### src/rtl/chord_note_expander_top_macros.svh
// Assertion macros used by the chord note expander controller.
`ifndef CHORD_NOTE_EXPANDER_TOP_MACROS_SVH
`define CHORD_NOTE_EXPANDER_TOP_MACROS_SVH

// Same-cycle implication, held off during reset.
`define CNE_ASSERT_NOW(lbl, clk, rstn, ante, cons, msg) \
  lbl: assert property (@(posedge clk) disable iff (!(rstn)) (ante) |-> (cons)) \
    else $error(msg);

// Next-cycle implication, held off during reset.
`define CNE_ASSERT_NXT(lbl, clk, rstn, ante, cons, msg) \
  lbl: assert property (@(posedge clk) disable iff (!(rstn)) (ante) |=> (cons)) \
    else $error(msg);

`endif

### src/rtl/cne_pkg.sv
// Shared types and constants of the chord note expander.
`timescale 1ns / 1ps
package cne_pkg;

  localparam int NumPresetsDef = 8;
  localparam int MaxTonesDef   = 4;

  localparam int PitchClasses = 12;
  localparam int NoteMax      = 127;
  localparam int RoundBias    = 50;
  localparam int PercentFull  = 100;
  localparam int ScaleMax     = 200;
  localparam int IntervalLim  = 48;
  localparam int ShiftLim     = 24;
  localparam int DefaultCount = 3;
  localparam int DefaultTones = 4;

  // configuration port
  localparam int CfgIdxW  = 1;
  localparam int CfgDataW = 36;
  localparam logic [CfgIdxW-1:0] CFG_ACTIVE = 1'b0;
  localparam logic [CfgIdxW-1:0] CFG_MAP    = 1'b1;

  // request commands; code 3 is unused
  typedef enum logic [1:0] {
    CMD_TONE = 2'd0,
    CMD_HEAD = 2'd1,
    CMD_PLAY = 2'd2
  } cmd_e;

  typedef struct packed {
    logic start;      // capture root/velocity, pitch class
    logic wr_tone;    // write one tone slot
    logic wr_head;    // write a preset header
    logic sel;        // resolve preset index
    logic load;       // fetch preset rows
    logic tone_step;  // evaluate one tone, dedup
    logic mul;        // velocity times scale
    logic emit;       // load output register
  } dp_cmd_t;

  typedef struct packed {
    logic last_tone;
    logic last_emit;
    logic out_free;
  } dp_sts_t;

  function automatic logic [6:0] def_interval(input int t);
    logic [6:0] v;
    unique case (t)
      0:       v = 7'd0;
      1:       v = 7'd4;
      2:       v = 7'd7;
      3:       v = 7'd12;
      default: v = 7'd0;
    endcase
    return v;
  endfunction

  function automatic logic [7:0] def_scale(input int t);
    logic [7:0] v;
    unique case (t)
      0:       v = 8'd100;
      1:       v = 8'd95;
      2:       v = 8'd90;
      3:       v = 8'd80;
      default: v = 8'd0;
    endcase
    return v;
  endfunction

endpackage

### src/rtl/chord_note_expander_top.sv
// Top level of the chord note expander: controller plus datapath.
//
//   channel   direction  handshake                 contents
//   cfg       in         cfg_we_i                  cfg_index_i, cfg_wdata_i
//   request   in         in_valid_i / in_stall_o   command and tone/preset/root fields
//   result    out        out_valid_o / out_stall_i note, velocity, preset, last flag
//
// A table write request is done in its accept step. A play request steps through
// accept, preset select, row fetch, a dedup step per tone, then a multiply and an
// output load per kept note, all through the one shared scaler.
// A stalled result holds the sequencer in its emit step; the last result of a chord
// may wait in the output register while the next request is accepted.
// Reset (rst_ni low, asynchronous) restores the default presets and configuration.
`timescale 1ns / 1ps
module chord_note_expander_top
  import cne_pkg::*;
#(
  parameter int NUM_PRESETS = NumPresetsDef,  // 1..16
  parameter int MAX_TONES   = MaxTonesDef     // 1..8
) (
  input  logic                clk_i,
  input  logic                rst_ni,
  // configuration writes
  input  logic                cfg_we_i,
  input  logic [CfgIdxW-1:0]  cfg_index_i,
  input  logic [CfgDataW-1:0] cfg_wdata_i,
  // request channel
  input  logic                in_valid_i,
  output logic                in_stall_o,
  input  logic [1:0]          command_i,
  input  logic [2:0]          preset_index_i,
  input  logic [1:0]          tone_slot_i,
  input  logic signed [6:0]   tone_interval_i,
  input  logic [7:0]          tone_scale_i,
  input  logic [2:0]          tone_count_i,
  input  logic signed [5:0]   shift_i,
  input  logic [6:0]          root_note_i,
  input  logic [6:0]          velocity_i,
  // result channel
  output logic                out_valid_o,
  input  logic                out_stall_i,
  output logic [6:0]          note_o,
  output logic [6:0]          note_velocity_o,
  output logic [2:0]          chosen_preset_o,
  output logic                last_o
);

  dp_cmd_t dp_cmd;
  dp_sts_t dp_sts;

  // sequencer: decodes the request command and steps through a chord
  cne_ctrl u_ctrl (
    .clk_i      (clk_i),
    .rst_ni     (rst_ni),
    .in_valid_i (in_valid_i),
    .in_stall_o (in_stall_o),
    .command_i  (command_i),
    .sts_i      (dp_sts),
    .cmd_o      (dp_cmd)
  );

  // tables, tone dedup, velocity scaler and output register
  cne_dpath #(
    .NUM_PRESETS (NUM_PRESETS),
    .MAX_TONES   (MAX_TONES)
  ) u_dpath (
    .clk_i           (clk_i),
    .rst_ni          (rst_ni),
    .cfg_we_i        (cfg_we_i),
    .cfg_index_i     (cfg_index_i),
    .cfg_wdata_i     (cfg_wdata_i),
    .cmd_i           (dp_cmd),
    .sts_o           (dp_sts),
    .preset_index_i  (preset_index_i),
    .tone_slot_i     (tone_slot_i),
    .tone_interval_i (tone_interval_i),
    .tone_scale_i    (tone_scale_i),
    .tone_count_i    (tone_count_i),
    .shift_i         (shift_i),
    .root_note_i     (root_note_i),
    .velocity_i      (velocity_i),
    .out_valid_o     (out_valid_o),
    .out_stall_i     (out_stall_i),
    .note_o          (note_o),
    .note_velocity_o (note_velocity_o),
    .chosen_preset_o (chosen_preset_o),
    .last_o          (last_o)
  );

endmodule

### src/rtl/cne_ctrl.sv
// Sequencing state machine of the chord note expander.
`timescale 1ns / 1ps
`include "chord_note_expander_top_macros.svh"
module cne_ctrl
  import cne_pkg::*;
(
  input  logic       clk_i,
  input  logic       rst_ni,
  input  logic       in_valid_i,
  output logic       in_stall_o,
  input  logic [1:0] command_i,
  input  dp_sts_t    sts_i,
  output dp_cmd_t    cmd_o
);

  localparam logic [2:0] S_IDLE = 3'd0;
  localparam logic [2:0] S_SEL  = 3'd1;
  localparam logic [2:0] S_LOAD = 3'd2;
  localparam logic [2:0] S_TONE = 3'd3;
  localparam logic [2:0] S_MUL  = 3'd4;
  localparam logic [2:0] S_EMIT = 3'd5;

  logic [2:0] state_q, state_d;
  logic       accept;

  assign in_stall_o = (state_q != S_IDLE);
  assign accept     = in_valid_i && (state_q == S_IDLE);

  always_comb begin
    state_d = state_q;
    cmd_o   = '0;
    unique case (state_q)
      S_IDLE: begin
        if (accept) begin
          unique case (command_i)
            CMD_TONE: cmd_o.wr_tone = 1'b1;
            CMD_HEAD: cmd_o.wr_head = 1'b1;
            CMD_PLAY: begin
              cmd_o.start = 1'b1;
              state_d     = S_SEL;
            end
            default: ;
          endcase
        end
      end
      S_SEL: begin
        cmd_o.sel = 1'b1;
        state_d   = S_LOAD;
      end
      S_LOAD: begin
        cmd_o.load = 1'b1;
        state_d    = S_TONE;
      end
      S_TONE: begin
        cmd_o.tone_step = 1'b1;
        if (sts_i.last_tone) state_d = S_MUL;
      end
      S_MUL: begin
        cmd_o.mul = 1'b1;
        state_d   = S_EMIT;
      end
      S_EMIT: begin
        if (sts_i.out_free) begin
          cmd_o.emit = 1'b1;
          state_d    = sts_i.last_emit ? S_IDLE : S_MUL;
        end
      end
      default: state_d = S_IDLE;
    endcase
  end

  always_ff @(posedge clk_i or negedge rst_ni) begin
    if (!rst_ni) begin
      state_q <= S_IDLE;
    end else begin
      state_q <= state_d;
    end
  end

  `CNE_ASSERT_NXT(a_play_starts, clk_i, rst_ni,
                  accept && (command_i == CMD_PLAY), state_q == S_SEL, "play not started")
  `CNE_ASSERT_NXT(a_emit_holds, clk_i, rst_ni,
                  (state_q == S_EMIT) && !sts_i.out_free, state_q == S_EMIT, "emit lost")
  `CNE_ASSERT_NXT(a_chord_ends, clk_i, rst_ni,
                  (state_q == S_EMIT) && sts_i.out_free && sts_i.last_emit,
                  state_q == S_IDLE, "chord did not end")

endmodule

### src/rtl/cne_dpath.sv
// Datapath of the chord note expander: tables, dedup, velocity scaling, output register.
`timescale 1ns / 1ps
module cne_dpath
  import cne_pkg::*;
#(
  parameter int NUM_PRESETS = NumPresetsDef,
  parameter int MAX_TONES   = MaxTonesDef
) (
  input  logic                clk_i,
  input  logic                rst_ni,
  input  logic                cfg_we_i,
  input  logic [CfgIdxW-1:0]  cfg_index_i,
  input  logic [CfgDataW-1:0] cfg_wdata_i,
  input  dp_cmd_t             cmd_i,
  output dp_sts_t             sts_o,
  input  logic [2:0]          preset_index_i,
  input  logic [1:0]          tone_slot_i,
  input  logic signed [6:0]   tone_interval_i,
  input  logic [7:0]          tone_scale_i,
  input  logic [2:0]          tone_count_i,
  input  logic signed [5:0]   shift_i,
  input  logic [6:0]          root_note_i,
  input  logic [6:0]          velocity_i,
  output logic                out_valid_o,
  input  logic                out_stall_i,
  output logic [6:0]          note_o,
  output logic [6:0]          note_velocity_o,
  output logic [2:0]          chosen_preset_o,
  output logic                last_o
);

  localparam int PW     = (NUM_PRESETS > 1) ? $clog2(NUM_PRESETS) : 1;
  localparam int TW     = (MAX_TONES > 1) ? $clog2(MAX_TONES) : 1;
  localparam int KW     = $clog2(MAX_TONES + 1);
  localparam int CntMax = (MAX_TONES > 7) ? 7 : MAX_TONES;
  // x / 100 == (x * 5243) >> 19 for every x below 2^15
  localparam int RecipMul   = 5243;
  localparam int RecipShift = 19;

  // preset tables, one row per preset
  logic [MAX_TONES*7-1:0] iv_row_q [NUM_PRESETS];
  logic [MAX_TONES*8-1:0] sc_row_q [NUM_PRESETS];
  logic [2:0]             cnt_q    [NUM_PRESETS];
  logic signed [5:0]      tr_q     [NUM_PRESETS];

  logic [3:0]  active_q;
  logic [35:0] map_q;

  // per-chord working registers
  logic [6:0]             root_q, vel_q;
  logic [3:0]             pc_q;
  logic [2:0]             pi_q;
  logic [MAX_TONES*7-1:0] iv_cur_q;
  logic [MAX_TONES*8-1:0] sc_cur_q;
  logic [2:0]             n_q;
  logic signed [5:0]      tr_cur_q;
  logic [TW-1:0]          tone_q, em_q;
  logic [KW-1:0]          kept_q;
  logic [6:0]             kept_note_q  [MAX_TONES];
  logic [7:0]             kept_scale_q [MAX_TONES];
  logic [14:0]            prod_q;

  logic       out_valid_q, out_last_q;
  logic [6:0] out_note_q, out_vel_q;
  logic [2:0] out_pi_q;

  // write-side clamps
  logic signed [6:0] iv_wr;
  logic [7:0]        sc_wr;
  logic [2:0]        cnt_wr;
  logic signed [5:0] tr_wr;

  always_comb begin
    if (tone_interval_i < -7'sd48)     iv_wr = -7'sd48;
    else if (tone_interval_i > 7'sd48) iv_wr = 7'sd48;
    else                               iv_wr = tone_interval_i;
    sc_wr = (tone_scale_i > 8'(ScaleMax)) ? 8'(ScaleMax) : tone_scale_i;
    if (tone_count_i == 3'd0)                   cnt_wr = 3'd1;
    else if (int'(tone_count_i) > CntMax)       cnt_wr = 3'(CntMax);
    else                                        cnt_wr = tone_count_i;
    if (shift_i < -6'sd24)     tr_wr = -6'sd24;
    else if (shift_i > 6'sd24) tr_wr = 6'sd24;
    else                       tr_wr = shift_i;
  end

  // root mod 12 by restoring subtraction of 96, 48, 24, 12
  function automatic logic [3:0] pitch_class(input logic [6:0] r);
    logic [6:0] x;
    x = r;
    for (int k = 3; k >= 0; k--) begin
      if (x >= 7'(PitchClasses << k)) x = x - 7'(PitchClasses << k);
    end
    return x[3:0];
  endfunction

  // preset selection
  logic [4:0] act_eff;
  logic [2:0] pi_raw, pi_sel;
  logic [PW-1:0] pi_idx;

  always_comb begin
    if (active_q == 4'd0)                   act_eff = 5'd1;
    else if (int'(active_q) > NUM_PRESETS)  act_eff = 5'(NUM_PRESETS);
    else                                    act_eff = {1'b0, active_q};
    pi_raw = map_q[pc_q*3 +: 3];
    pi_sel = ({2'b00, pi_raw} >= act_eff) ? 3'd0 : pi_raw;
  end

  assign pi_idx = PW'(pi_q);

  // tone evaluation
  logic signed [6:0] iv_t;
  logic [7:0]        sc_t;
  logic signed [8:0] note_sum;
  logic [6:0]        note_cl;
  logic              seen;
  logic [2:0]        n_ld;

  always_comb begin
    iv_t     = iv_cur_q[tone_q*7 +: 7];
    sc_t     = sc_cur_q[tone_q*8 +: 8];
    note_sum = $signed({2'b00, root_q}) + 9'(iv_t) + 9'(tr_cur_q);
    if (note_sum < 9'sd0)              note_cl = 7'd0;
    else if (note_sum > 9'(NoteMax))   note_cl = 7'(NoteMax);
    else                               note_cl = note_sum[6:0];
    seen = 1'b0;
    for (int j = 0; j < MAX_TONES; j++) begin
      if ((j < int'(kept_q)) && (kept_note_q[j] == note_cl)) seen = 1'b1;
    end
    if (cnt_q[pi_idx] == 3'd0)                 n_ld = 3'd1;
    else if (int'(cnt_q[pi_idx]) > CntMax)     n_ld = 3'(CntMax);
    else                                       n_ld = cnt_q[pi_idx];
  end

  // velocity: (vel * scale + 50) / 100, saturated
  logic [14:0] vsum;
  logic [27:0] qprod;
  logic [8:0]  vq;
  logic [6:0]  vsat;

  always_comb begin
    vsum  = prod_q + 15'(RoundBias);
    qprod = 28'(vsum) * 28'(RecipMul);
    vq    = qprod[RecipShift +: 9];
    vsat  = (vq > 9'(NoteMax)) ? 7'(NoteMax) : vq[6:0];
  end

  assign sts_o.last_tone = (int'(tone_q) + 1 == int'(n_q));
  assign sts_o.last_emit = (KW'(em_q) + KW'(1) == kept_q);
  assign sts_o.out_free  = !out_valid_q || !out_stall_i;

  // configuration and tables
  always_ff @(posedge clk_i or negedge rst_ni) begin
    if (!rst_ni) begin
      active_q <= 4'd1;
      map_q    <= '0;
      for (int p = 0; p < NUM_PRESETS; p++) begin
        cnt_q[p] <= 3'(DefaultCount);
        tr_q[p]  <= '0;
        for (int t = 0; t < MAX_TONES; t++) begin
          iv_row_q[p][t*7 +: 7] <= def_interval(t);
          sc_row_q[p][t*8 +: 8] <= def_scale(t);
        end
      end
    end else begin
      if (cfg_we_i) begin
        unique case (cfg_index_i)
          CFG_ACTIVE: active_q <= cfg_wdata_i[3:0];
          CFG_MAP:    map_q    <= cfg_wdata_i[35:0];
          default: ;
        endcase
      end
      for (int p = 0; p < NUM_PRESETS; p++) begin
        if (int'(preset_index_i) == p) begin
          if (cmd_i.wr_head) begin
            cnt_q[p] <= cnt_wr;
            tr_q[p]  <= tr_wr;
          end
          for (int t = 0; t < MAX_TONES; t++) begin
            if (cmd_i.wr_tone && (int'(tone_slot_i) == t)) begin
              iv_row_q[p][t*7 +: 7] <= iv_wr;
              sc_row_q[p][t*8 +: 8] <= sc_wr;
            end
          end
        end
      end
    end
  end

  // chord working state
  always_ff @(posedge clk_i or negedge rst_ni) begin
    if (!rst_ni) begin
      tone_q <= '0;
      em_q   <= '0;
      kept_q <= '0;
    end else begin
      if (cmd_i.load) begin
        tone_q <= '0;
        em_q   <= '0;
        kept_q <= '0;
      end
      if (cmd_i.tone_step) begin
        tone_q <= tone_q + TW'(1);
        if (!seen) kept_q <= kept_q + KW'(1);
      end
      if (cmd_i.emit) em_q <= em_q + TW'(1);
    end
  end

  always_ff @(posedge clk_i) begin
    if (cmd_i.start) begin
      root_q <= root_note_i;
      vel_q  <= velocity_i;
      pc_q   <= pitch_class(root_note_i);
    end
    if (cmd_i.sel) pi_q <= pi_sel;
    if (cmd_i.load) begin
      iv_cur_q <= iv_row_q[pi_idx];
      sc_cur_q <= sc_row_q[pi_idx];
      n_q      <= n_ld;
      tr_cur_q <= tr_q[pi_idx];
    end
    if (cmd_i.tone_step && !seen) begin
      for (int j = 0; j < MAX_TONES; j++) begin
        if (j == int'(kept_q)) begin
          kept_note_q[j]  <= note_cl;
          kept_scale_q[j] <= sc_t;
        end
      end
    end
    if (cmd_i.mul) prod_q <= 15'(vel_q) * 15'(kept_scale_q[em_q]);
  end

  // output register
  always_ff @(posedge clk_i or negedge rst_ni) begin
    if (!rst_ni) begin
      out_valid_q <= 1'b0;
    end else begin
      if (cmd_i.emit)        out_valid_q <= 1'b1;
      else if (!out_stall_i) out_valid_q <= 1'b0;
    end
  end

  always_ff @(posedge clk_i) begin
    if (cmd_i.emit) begin
      out_note_q <= kept_note_q[em_q];
      out_vel_q  <= vsat;
      out_pi_q   <= pi_q;
      out_last_q <= sts_o.last_emit;
    end
  end

  assign out_valid_o     = out_valid_q;
  assign note_o          = out_note_q;
  assign note_velocity_o = out_vel_q;
  assign chosen_preset_o = out_pi_q;
  assign last_o          = out_last_q;

endmodule
### config.mk
export PLATFORM = sky130hd
export DESIGN_NAME = chord_note_expander_top
export DESIGN_NICKNAME = d
export VERILOG_FILES = /design/src/rtl/cne_pkg.sv /design/src/rtl/chord_note_expander_top.sv /design/src/rtl/cne_ctrl.sv /design/src/rtl/cne_dpath.sv
export VERILOG_INCLUDE_DIRS = /design/src /design/src/rtl
export SDC_FILE = /design/constraint.sdc
export NUM_CORES = 2
export LEC_CHECK = 0
export ABC_AREA = 1
export BUFFER_PORTS_ARGS = -buffer_cell sky130_fd_sc_hd__buf_4
export CORE_MARGIN = 3
export CORE_UTILIZATION = 30
export CTS_BUF_LIST = sky130_fd_sc_hd__clkbuf_4
export DETAILED_ROUTE_END_ITERATION = 16
export HOLD_SLACK_MARGIN = 0.08
export PLACE_DENSITY = 0.53
export SYNTH_ARGS = -nofsm -noshare
export SYNTH_HDL_FRONTEND = slang
export SYNTH_SLANG_ARGS = --single-unit
### constraint.sdc
create_clock -name clk_i -period 6.1 [get_ports clk_i]
set_input_delay 0.61 -clock clk_i [delete_from_list [all_inputs] [get_ports clk_i]]
set_output_delay 0.61 -clock clk_i [all_outputs]
set_load 0.03 [all_outputs]
Yosys cells after proc, flatten, opt, wreduce, memory -nomap -nowiden
Memory sizes are Yosys's and may differ from the RTL's. A register that Yosys moved wholly into a read port is not among the register bits.
Cells that the tools add are included.
{ "word_totals": {"ff_bits": 719, "memories": 2, "mem_bits_rw": 60, "input_bits": 87, "wordCells": 340, "output_inout_bits": 20} }
{ "classes": {"order_cmp": 21, "n_mul": 4, "add_sub_neg": 12, "shift": 3, "reduce_logical": 75, "eq_ne": 31, "bitwise_logic": 2, "muxes": 90} }
{ "memory_table": {"columns": ["memory", "words", "width", "rd", "rd_clocked_by_memory_dff", "wr", "line_no", "text"], "rows": [
  ["u_dpath.kept_scale_q", 4, 8, 1, 0, 1, "cne_dpath.sv:60", "logic [7:0] kept_scale_q [MAX_TONES];"],
  ["u_dpath.kept_note_q", 4, 7, 5, 1, 1, "cne_dpath.sv:59", "logic [6:0] kept_note_q [MAX_TONES];"]
]} }
{ "op_table": {"columns": ["op", "count"], "rows": [
  ["32-bit binary-select mux with 3-bit select", 1],
  ["7-bit 2-to-1 mux", 13],
  ["28-bit binary-select mux with 3-bit select", 1],
  ["2-bit AND reduction", 42],
  ["32-bit 2-to-1 mux", 2],
  ["28-bit 2-to-1 mux", 2],
  ["3-bit 2-to-1 mux", 15],
  ["36-bit by 7-bit indexed part select with 3-bit output", 1],
  ["1-bit 2-to-1 mux", 33],
  ["32-bit by 4-bit == test with 1-bit output", 1],
  ["8-bit 2-to-1 mux", 4],
  ["32-bit by 6-bit indexed part select with 8-bit output", 1],
  ["7-bit == test", 4],
  ["15-bit by 13-bit multiplier with 28-bit output, second input constant", 1],
  ["28-bit by 6-bit indexed part select with 7-bit output", 1],
  ["6-bit 2-to-1 mux", 4],
  ["8-bit OR reduction", 3],
  ["7-bit OR reduction", 3],
  ["6-bit binary-select mux with 3-bit select", 1],
  ["3-bit == test, second input constant", 6],
  ["2-bit 2-to-1 mux", 9],
  ["3-bit one-hot mux with 6 select lines", 1],
  ["15-bit by 6-bit adder with 15-bit output, second input constant", 1],
  ["3-bit logical NOT", 5],
  ["other kinds (53)", 83]
]} }

Logic depth before layout (Yosys ltp)
{ "logic_depth": {"ltp_word": 21, "depth_mapped": 34, "ltp_nobuf": 34} }

Modules after synthesis
A second synthesis with hierarchy kept.
{ "hier_totals": {"cells_unflattened": 4657, "hier_area_um2": 40905.5} }
{ "modules_own_cells": {"columns": ["mod", "cells_each", "area_each_um2", "seq_area_each_um2", "instances"], "rows": [
  ["cne_dpath", 4619, 40659.0, 20681.1, 1],
  ["cne_ctrl", 38, 246.5, 75.1, 1]
]} }

Worst setup path after synthesis
No wires, ideal clock.
{ "synth_path": {"path_type": "reg-to-reg", "from": "register u_ctrl.state_q[0]", "to": "register u_dpath.em_q[1]", "required_time_ns": 5.974, "setup_time_ns": 0.125, "stages_incl_launch_ff": 4, "setup_slack_ns": -0.069, "arrival_ns": 6.044, "synth_period_minus_slack_ns": 6.169, "n_path_buf": 0, "path_cell_list": "dfrtp_1 > nor3_1 > nor2_1 > a22o_1"} }
{ "synth_between": {"elab_chain_cells": 3, "word_cells_on_any_way": 6, "cone_classes": "2 x eq/ne; 3 x mux; 1 x reduce/logical"} }
{ "synth_rtl": {"columns": ["item", "line_no", "text"], "rows": [
  ["start: declaration", "cne_ctrl.sv:23", "logic [2:0] state_q, state_d;"],
  ["start signal: assignment", "cne_ctrl.sv:76", "state_q <= state_d;"],
  ["3-bit == test or 3-bit by 2-bit == test with 1-bit output (tied branches)", "cne_ctrl.sv:32", "unique case (state_q)"],
  ["1-bit 2-to-1 mux", "cne_ctrl.sv:32", null],
  ["2-bit 2-to-1 mux or 2-bit nonzero test (tied branches)", null, null],
  ["end signal: assignment", "cne_dpath.sv:206", "if (cmd_i.emit) em_q <= em_q + TW'(1);"],
  ["end: declaration", "cne_dpath.sv:57", "logic [TW-1:0] tone_q, em_q;"]
]} }
Parallel ways exist; a longest one is shown, timed or not.
A chain may end at the register's enable or synchronous reset.

Worst setup path in the final report
{ "layout_path": {"from": "register u_dpath.prod_q[2]", "to": "register u_dpath.out_vel_q[6], in the netlist u_dpath.note_velocity_o[6] (data pin)"} }
{ "layout_between": {"elab_chain_cells": 3} }
{ "layout_rtl": {"columns": ["item", "line_no", "text"], "rows": [
  ["start: declaration", "cne_dpath.sv:61", "logic [14:0] prod_q;"],
  ["start signal: assignment", "cne_dpath.sv:231", "if (cmd_i.mul) prod_q <= 15'(vel_q) * 15'(kept_scale_q[em_q]);"],
  ["15-bit by 6-bit adder with 15-bit output (*)", "cne_dpath.sv:142", "vsum = prod_q + 15'(RoundBias);"],
  ["15-bit by 13-bit multiplier with 28-bit output (*)", "cne_dpath.sv:143", "qprod = 28'(vsum) * 28'(RecipMul);"],
  ["9-bit by 7-bit greater-than comparator with 1-bit output", "cne_dpath.sv:145", "vsat = (vq > 9'(NoteMax)) ? 7'(NoteMax) : vq[6:0];"],
  ["end signal: assignment", "cne_dpath.sv:247", "out_vel_q <= vsat;"],
  ["end: declaration", "cne_dpath.sv:64", "logic [6:0] out_note_q, out_vel_q;"]
]} }
Mark *: on every way between the ends. The rest lies on a longest branch, timed or not.

==> flow_summary.json <==
{
  "fmax_ghz": 0.173,
  "io_buffers": 106,
  "fp.dieW_um": 375,
  "dpl_worst_slack_ns": 0.0710,
  "antenna_found_initial": 10,
  "areaGrowthSynthToFinish_pct": 16.5,
  "critical_path_class": "reg -> reg",
  "rows": 134,
  "synth.net_count": 4986,
  "wl_per_cell_um": 17.7,
  "ys.flop_type": "dfrtp_1",
  "grt_overflow": 0,
  "p_clk_share_pct": 16.9,
  "clock_latency_ns": 1.17,
  "cp.required_ns": 6.96,
  "place_congestion": 0.844,
  "fin_crit_sh_pct": 94.6,
  "drv_slew": 0,
  "dr.pass1.iters": 5,
  "htreeDepth": 4,
  "seqPwrFrac_pct": 24.9,
  "slew_headroom_pct": 18.7,
  "yosysWarnings": 0,
  "cellPowerDensity_nw_per_um2": 617,
  "status": "complete, no violations",
  "drc": 0,
  "min_period_ns": 5.77,
  "crit_arrival_ns": 6.63,
  "layout.nets": 5198,
  "dp_hpwl_mm": 75.3,
  "dr_total_vias": 32838,
  "numClockSinks": 784,
  "grt_usage_pct": 17.0,
  "initialDrtViolationCount": 2561,
  "synth_edf_count": 181,
  "grt_pass1_vias": 32451,
  "swShare_pct": 46.5,
  "power_leakage_nw": 20.8,
  "cap_violations": 0,
  "drt_wl_total_mm": 120,
  "syn_area_um2": 40900,
  "worst_path_max_delay_cell": "fa_1",
  "final_cells": 6809,
  "grt_max_degree": 151,
  "power.internal_mw": 15.7,
  "core_area_um2": 134000,
  "cts_tree": "yes",
  "p_sw_mw": 13.7,
  "worst_slew_pin_slew_ns": 1.22,
  "critPathMostFrequentCell": "inv_1",
  "fin_skew_ns": 0.107,
  "hp-class": "in -> async",
  "clk_pin_slew_ns": 0.07,
  "holdWs_ns": 0.256,
  "die_area_um2": 141000,
  "drtAntennaViolNets": 0,
  "grt_pass1_wl_mm": 188,
  "combPwrFrac_pct": 58.2,
  "postLayoutCoreUtil_pct": 35.5,
  "critical_path.top_delay_family": "adder cells",
  "routed_via_density": 4.82,
  "vdd_ir_drop_max_v": 0.000815,
  "cts_root_buf": "clkbuf_4",
  "crit_buf_inv": 9,
  "die_height_um": 375,
  "layout-drive-gt1-share_pct": 16.2,
  "io_pins": 107,
  "place_inst": 6302,
  "setup_viol": 0,
  "synth_seq_cells": 784,
  "ys_seq_area_share_pct": 50.8,
  "start_util_pct": 30.4,
  "cts_made_buffers": 208,
  "synthCells": 4639,
  "crit_path_end_kind": "register",
  "syn_avg_cell_area_um2": 8.81,
  "cts_buffer_depth": 3,
  "cp-start-kind": "register",
  "finalHoldViolCount": 0,
  "critPathMaxFanout": 7,
  "cpPeakStageDelay_ns": 0.52,
  "setup_ws_ns": 0.330,
  "async_reset_ff_share_pct": 76.9,
  "synthDistinctLibCells": 54
}
area by class of cell:
class / count / area [um^2]
diodes: 7 / 17.5
clock buffers: 345 / 2590
clock inverters: 48 / 289
fillers: 13943 / 86700
inverters: 345 / 1310
multi-input cells: 3228 / 17900
flip-flops and latches: 784 / 20800
well taps: 1768 / 2210
repair buffers: 284 / 2540
sequential cells by signal, indices dropped and copies added, names as in the netlist, 28 cells and up:
name,cells
u_dpath.sc_cur_q,32
u_dpath.kept_scale_q,32
u_dpath.iv_row_q,224
u_dpath.tr_q,48
u_dpath.sc_row_q,256
u_dpath.kept_note_q,28
u_dpath.iv_cur_q,28
u_dpath.map_q,36
routing by layer:
metal  share of wire (%)  track usage [%]  routed length, um
met1                  46             23.0              54900
met2                  46             27.3              55900
met3                 5.3             3.18               6440
met4                 2.6             6.14               3120
met5               0.022                0                 27
through the flow:
stage	power (mW)	cell area, um^2	TNS, ns
floorplan	19.4	40900	0
global placement	24.0	43500	0
detailed placement	24.0	43500	0
CTS	29.2	47400	0
global route	32.5	47600	-0.173
finish	29.4	47600	0
power by group through the flow:
stage               Clock [mW]  Combinational, mW  Sequential (mW)
finish                    4.95               17.1             7.32
global placement             0               16.6             7.39
floorplan                    0               12.2             7.20
CTS                       5.12               16.8             7.31
global route              5.43               19.6             7.39
detailed placement           0               16.6             7.40
kinds of logic (layout without fill, tap and decap cells):
logic type	count (synthesis)	count (layout)	synth area share, %
adders and majority gates	260	260	9.83
other	0	7	0
DFF	784	784	50.8
AOI/OAI and AO/OA	1173	1173	15.1
muxes	32	32	0.882
and+or+nand+nor	1712	1712	16.5
xor gates and xnor gates	51	51	1.09
buffers and inverters	627	1022	5.83
repair_timing:
action	in CTS	in global routing
endpoints found under the hold margin	837	0
hold buffers	102	0
gates resized for setup	0	28
setup buffers	0	5
setup endpoints to repair	0	7
placed cells by master, fill, tap and decap left out, drive strengths merged, types with 34 or more instances in the layout:
cell type / n
a21oi: 58
a31oi: 68
buf: 183
clkbuf: 345
clkinv: 44
dfrtp: 418
dfstp: 185
dlygate4sd3: 101
edfxtp: 181
fa: 102
ha: 158
inv: 346
nand2: 926
nand3: 83
nor2: 645
o21ai: 924
o22ai: 90
xor2: 34
cells in the mapped netlist, types with 32 or more instances:
library cell | n | share of area, %
nand2_1 | 922 | 8.5
o21ai_0 | 913 | 11
nor2_1 | 645 | 5.9
dfrtp_1 | 418 | 26
inv_1 | 333 | 3.1
clkbuf_1 | 244 | 2.2
dfstp_2 | 185 | 12
edfxtp_1 | 181 | 13
ha_1 | 158 | 4.8
fa_1 | 102 | 5.0
o22ai_1 | 90 | 1.4
nand3_1 | 81 | 0.99
a31oi_1 | 68 | 1.0
a21oi_1 | 58 | 0.71
xor2_1 | 34 | 0.73
mux2_2 | 32 | 0.88
final timing paths:
path                                             from                          to  slack, ns  cells past startpoint
worst max-delay path                u_dpath.prod_q[2]  u_dpath.note_velocity_o[6]       0.33                     34
worst min-delay path                           rst_ni         u_dpath.iv_row_q[9]       0.26                      2
worst max register to register      u_dpath.prod_q[2]  u_dpath.note_velocity_o[6]       0.33                     34
worst min register to register  u_dpath.iv_row_q[205]       u_dpath.iv_row_q[205]       0.47                      2
max in group asynchronous                      rst_ni           u_dpath.map_q[11]       4.85                      3
min in group clk_i                      velocity_i[3]            u_dpath.vel_q[3]       0.26                      2
Power figures use the tool's default switching activity.
